### config.mk
export PLATFORM = sky130hd
export DESIGN_NAME = tcgr_ram
export DESIGN_NICKNAME = d
export VERILOG_FILES = /design/src/hw/rtl/tcgr_ram.sv
export SDC_FILE = /design/constraint.sdc
export NUM_CORES = 2
export LEC_CHECK = 0
export ABC_CLOCK_PERIOD_IN_PS = 2400
export BUFFER_PORTS_ARGS = -buffer_cell sky130_fd_sc_hd__buf_2
export CORE_AREA = 2 2 424 426
export CTS_BUF_LIST = sky130_fd_sc_hd__clkbuf_4 sky130_fd_sc_hd__clkbuf_8 sky130_fd_sc_hd__clkbuf_16
export DETAILED_ROUTE_END_ITERATION = 16
export DIE_AREA = 0 0 426 428
export GPL_TIMING_DRIVEN = 0
export PLACE_DENSITY_LB_ADDON = 0.08
export SYNTH_ARGS = -nofsm -noshare
export SYNTH_HDL_FRONTEND = slang
export SYNTH_SLANG_ARGS = --single-unit
### constraint.sdc
create_clock -name clock -period 2.4 [get_ports clock]
set_input_delay 0.48 -clock clock [delete_from_list [all_inputs] [get_ports clock]]
set_output_delay 0.48 -clock clock [all_outputs]
set_load 0.01 [all_outputs]
### src/hw/rtl/tcgr_ram.sv
// Generic simple dual-port RAM: one write port, one read port with
// registered read data that holds while no read is issued. No dependencies.
module tcgr_ram #(
   parameter int WIDTH = 8,
   parameter int DEPTH = 256
) (
   input  logic                     clock,
   input  logic                     wr_en,
   input  logic [$clog2(DEPTH)-1:0] wr_addr,
   input  logic [WIDTH-1:0]         wr_data,
   input  logic                     rd_en,
   input  logic [$clog2(DEPTH)-1:0] rd_addr,
   output logic [WIDTH-1:0]         rd_data
);

   logic [WIDTH-1:0] mem_ff [DEPTH];
   logic [WIDTH-1:0] rd_data_ff;

   always_ff @(posedge clock) begin
      if (wr_en) begin
         mem_ff[wr_addr] <= wr_data;
      end
      if (rd_en) begin
         rd_data_ff <= mem_ff[rd_addr];
      end
   end

   assign rd_data = rd_data_ff;

endmodule

## After elaboration in Yosys (flattened, before gate mapping)

Memory sizes are Yosys's and may differ from the RTL's. A register that Yosys moved wholly into a read port is not among the register bits.
Cells that the tools add are included.

- Word-level logic and storage cells: 3
- Output and inout port bits: 8
- Bits of input ports: 27
- Register bits: 0
- Bits in writable memories: 2048
- Memories: 1
- Latch bits: 0
- Memory bits (read-only): 0

- Shift-type cells: 0
- Reduce and logical (&&, ||, !) cells: 0
- $mul: 0
- $lt $le $gt $ge: 0
- Div/mod/pow operators: 0
- Mux-type cells: 2
- Bitwise operators: 0
- $add $sub $neg: 0
- Eq/ne operators: 0

Memories:

| memory | words | width | rd ports | clocked after memory_dff | wr ports | line | RTL |
|---|---|---|---|---|---|---|---|
| mem_ff | 256 | 8 | 1 | 1 | 1 | 16 | `logic [WIDTH-1:0] mem_ff [DEPTH];` |

Operators with widths:

| kind | number |
|---|---|
| 2-to-1 mux 1 bit | 2 |

## Logic depth before layout (Yosys ltp)

- Word-level depth: 2
- Gate-level depth with buffers: 11
- Mapped depth without buffers: 6

## Worst setup path after synthesis

OpenSTA, ideal clock, no wires.

- Kind: input port to flip-flop
- Start point: input rd_addr[0]
- End point: register rd_data_ff[2] (netlist: rd_data[2]), read port of mem_ff, data pin
- Stages on the path: 9
- Path slack: -156 ps
- Library setup time: 269 ps
- Arrival time: 2287 ps
- Required time: 2131 ps
- Buffers on the path: 4
- Cell sequence: buf_6 buf_12 buf_8 buf_2 mux4_2 a22oi_1 a21oi_1 nor4_1 nor4_2

RTL lines:

| element | line | RTL |
|---|---|---|
| start, declared | 12 | `input logic [$clog2(DEPTH)-1:0] rd_addr,` |
| end, declared | 17 | `logic [WIDTH-1:0] rd_data_ff;` |

==> results.txt <==
----------------------------------------------------
[Floorplan]
  Chip Height ... 428 um
  Die Outline Area ... 182,300 um^2
  I/O pin total ... 35
  Initial core utilization ... 44.83%
  Placement row count ... 155
  Core area ... 177,600 um^2
  Die W ... 426 um

[CTS]
  Clock network latency to the later pin of the worst-skew pair ... 0.85 ns
  Number of buffers added by the clock tree synthesis step ... 211
  Maximum buffer depth of the clock tree ... 3
  Clock net sink count ... 2,056
  Clk pin slew, worst setup/hold paths ... 0.06 ns
  Root cell of the clock tree ... sky130_fd_sc_hd__clkbuf_16
  TritonCTS clock tree ... yes
  CTS HTree Levels ... 4

[STA]
  PnR worst setup slack ... -0.3093 ns
  Unrepaired setup endpoints after global routing ... yes
  Time the final worst path needs with I/O delays and setup ... 2.709 ns
  Final Skew ... 0.02818 ns
  Hold Violations, Final ... 0
  Fmax ... 369.1 MHz
  Count of endpoints failing setup in the final report ... 333
  Actual transition at the worst max-transition pin ... 1.515 ns
  Final Slew Violations ... 11
  Post-route fraction of the period consumed by the critical path ... 112.9%
  Relative slew slack ... -1.000%

[Synth]
  Proportion of netlist area held by the largest area contributor ... 77.53%
  Sequential-to-total area share from yosys stat ... 77.53%
  Primary FF master, synth ... sky130_fd_sc_hd__edfxtp_1
  Synth async-reset ratio ... 0%
  Count of state elements after synthesis ... 2,056
  Post-synth cell types ... 54
  Count of flip-flops with a built-in enable after synthesis ... 2,056
  Yosys synthesis warning count ... 0
  Cell taking the most area after synthesis ... sky130_fd_sc_hd__edfxtp_1
  Post-Syn Instances ... 3,733
  Combined area of all synthesized cells ... 79,640 um^2
  Post-synth net total ... 3,760
  Biggest area contributors in the synthesized netlist ... sky130_fd_sc_hd__edfxtp_1, sky130_fd_sc_hd__mux4_2, sky130_fd_sc_hd__mux2i_1
  Synthesized area per cell ... 21.33 um^2

[Global routing]
  Global-route wire length before repair ... 349,100 um
  Number of antenna violations at the first check in global routing ... 13
  Final global-route overflow total ... 0
  Number of global-route vias before repair ... 40,890
  GRT Overall Usage ... 28.54%
  Pin count of the biggest net entering global routing ... 148

[Layout]
  Share of layout cells above drive strength 1 ... 34.33%
  Nets ... 4,068
  Final design utilization ... 52.93%
  Layout-stage area growth over the synthesis result ... 18.06%
  Commonest non-fill, non-tap cell in the layout ... sky130_fd_sc_hd__edfxtp_1
  Most frequent cells in the layout ... sky130_fd_sc_hd__edfxtp_1, sky130_fd_sc_hd__mux4_2, sky130_fd_sc_hd__clkbuf_16
  Layout fillers ... 14,010

[Power and ir drop]
  Leakage power total ... 28.93 nW
  Proportion of power drawn by flip-flops and latches ... 50.9%
  Combinational share of power ... 6.4%
  Worst VDD drop ... 0.0007107 V
  Switching share of power ... 22.27%
  Clock network fraction of design power ... 42.8%
  Power per cell area ... 828.9 nW/um^2
  Switching pwr ... 17.36 mW
  Internal Dissipation ... 60.58 mW

[Routing]
  DRT iter0 DRCs ... 5,469
  Number of design rule violations left after detail routing ... 0
  Number of nets with antenna violations after routing ... 0
  Total via count after detailed routing ... 41,120
  Total wirelength of the detailed-routed design ... 259,400 um
  Per-cell routed wire length ... 39.44 um
  Drt pass-1 iters ... 5
  Vias/cell ... 6.251

[Critical path]
  Critical Path Fanout Max ... 10
  Element type at the critical path end ... register
  Required time of the critical path ... 2.96 ns
  Reg-to-reg slack, setup ... -0.26 ns
  Highest-delay cell along the critical path ... sky130_fd_sc_hd__nor4_4
  WP data arrival ... 3.27 ns
  WP buf/inv ... 5
  Kind of cell with the highest combined delay on the critical path ... buffers and inverters
  Largest incremental delay on the critical path ... 0.67 ns
  Crit path launch type ... primary input
  Critical path start-end classification ... primary input to register
  Worst-path cell chain ... buf_2, buf_4, clkbuf_4, clkbuf_4, clkbuf_8, a211oi_1, nor2_1, nor4_4, nor4_4

[Run status]
  Run status ... finished with violations
  Failing checks ... capacitance limit, slew limit, setup timing

[Run]
  Maximum capacitance violations ... 1

[Placed design]
  DPL Wire Length ... 171,100 um
  Final RePlAce weighted congestion ... 0.9395
  Number of buffer cells added on primary ports ... 27
  Worst setup timing slack at the placement stage ... -3.353 ns

[Hold path]
  Hold/Removal Path Class ... primary input to register

----------------------------------------------------
## metrics by stage
stage          hold WS (ns)  cells  TNS [ns]  total power, mW  cell area (um^2)
3_5_place_dp         0.9006   6132  -2423.90            44.79             83530
6_report            0.03810   6578    -12.38            77.93             94020
2_1_floorplan        0.5789   3733   -0.2122            42.38             79920
5_1_grt             0.03596   6573    -2.279            79.70             94010
4_1_cts            0.004859   6556    -10.08            78.13             93370
3_3_place_gp         0.8943   6115  -8043.37            44.81             83000
## metal layers
metal  GRT usage (%)  wire length, um
met1           39.46           104900
met2           44.01           121600
met3           5.992            20350
met4           12.48            12600
met5               0               13
## final timing paths
check / to / cells after the start / start
worst min-delay path: mem_ff[109][7] / 1 / wr_data[7]
worst max register to register: rd_data[5] / 6 / mem_ff[82][5]
worst min register to register: rd_data[3] / 6 / mem_ff[40][3]
worst max-delay path: rd_data[4] / 9 / rd_addr[4]
## flip-flops by register name (all words and copies together) (netlist names)
name and flops:
mem_ff 2048, rd_data 8
## cell families after synthesis
| kind of cell | count (synthesis) | synth area share [%] |
|---|---|---|
| DFF | 2056 | 77.53 |
| muxes | 591 | 14.60 |
| and+or+nand+nor | 466 | 2.625 |
| AOI/OAI and AO/OA | 385 | 3.416 |
| buffers and inverters | 235 | 1.829 |
## layout make-up
type	instances	area [um^2]	area share [%]
flip-flops and latches	2056	61740	65.67
multi-input cells	1442	18690	19.87
clock buffers	268	5813	6.183
well taps	2355	2947	3.134
plain buffers	230	2537	2.699
clock inverters	119	1146	1.219
repair buffers	98	1125	1.196
diodes	8	20.02	0.02129
inverters	2	8.758	0.009315
## power groups by stage
stage                     logic (mW)  registers [mW]  clock network [mW]
after floorplan                 1.98            40.4                   0
after global placement          4.26            40.6                   0
after detailed placement        4.39            40.4                   0
after CTS                       4.86            39.6                33.6
after global routing            5.08            39.6                35.0
final                           4.98            39.6                33.3
## cell usage after synthesis (3+ instances only)
cell                          n
sky130_fd_sc_hd__o22ai_1     28
sky130_fd_sc_hd__o21ai_0     10
sky130_fd_sc_hd__buf_8       13
sky130_fd_sc_hd__or2_2        4
sky130_fd_sc_hd__a221oi_1    13
sky130_fd_sc_hd__buf_4       27
sky130_fd_sc_hd__buf_6       21
sky130_fd_sc_hd__nand4_1     10
sky130_fd_sc_hd__o221ai_1    46
sky130_fd_sc_hd__mux4_2     454
sky130_fd_sc_hd__nor2b_1     31
sky130_fd_sc_hd__a21oi_1     96
sky130_fd_sc_hd__a22oi_1    133
sky130_fd_sc_hd__o32ai_1      4
sky130_fd_sc_hd__nand3_1     34
sky130_fd_sc_hd__buf_12       8
sky130_fd_sc_hd__nor4_1      24
sky130_fd_sc_hd__buf_1       22
sky130_fd_sc_hd__clkbuf_1   111
sky130_fd_sc_hd__nand2b_1     8
sky130_fd_sc_hd__o211ai_1    10
sky130_fd_sc_hd__a211oi_1    16
sky130_fd_sc_hd__nor3_1      22
sky130_fd_sc_hd__buf_2       31
sky130_fd_sc_hd__edfxtp_1  2056
sky130_fd_sc_hd__nor4_2       3
sky130_fd_sc_hd__mux2i_1    134
sky130_fd_sc_hd__a22o_1       8
sky130_fd_sc_hd__nand2_1     33
sky130_fd_sc_hd__nor2_1     282
sky130_fd_sc_hd__o22a_1       5
sky130_fd_sc_hd__and2_1       6
## timing repair
action / 4_1_cts / 5_1_grt
pin swaps: 26 / 31
hold buffers: 2 / 0
setup endpoints to repair: 1499 / 1096
hold endpoints to repair: 26 / 0
setup buffers: 37 / 15
gates resized for setup: 668 / 146
(Power assumes the default switching activity.)
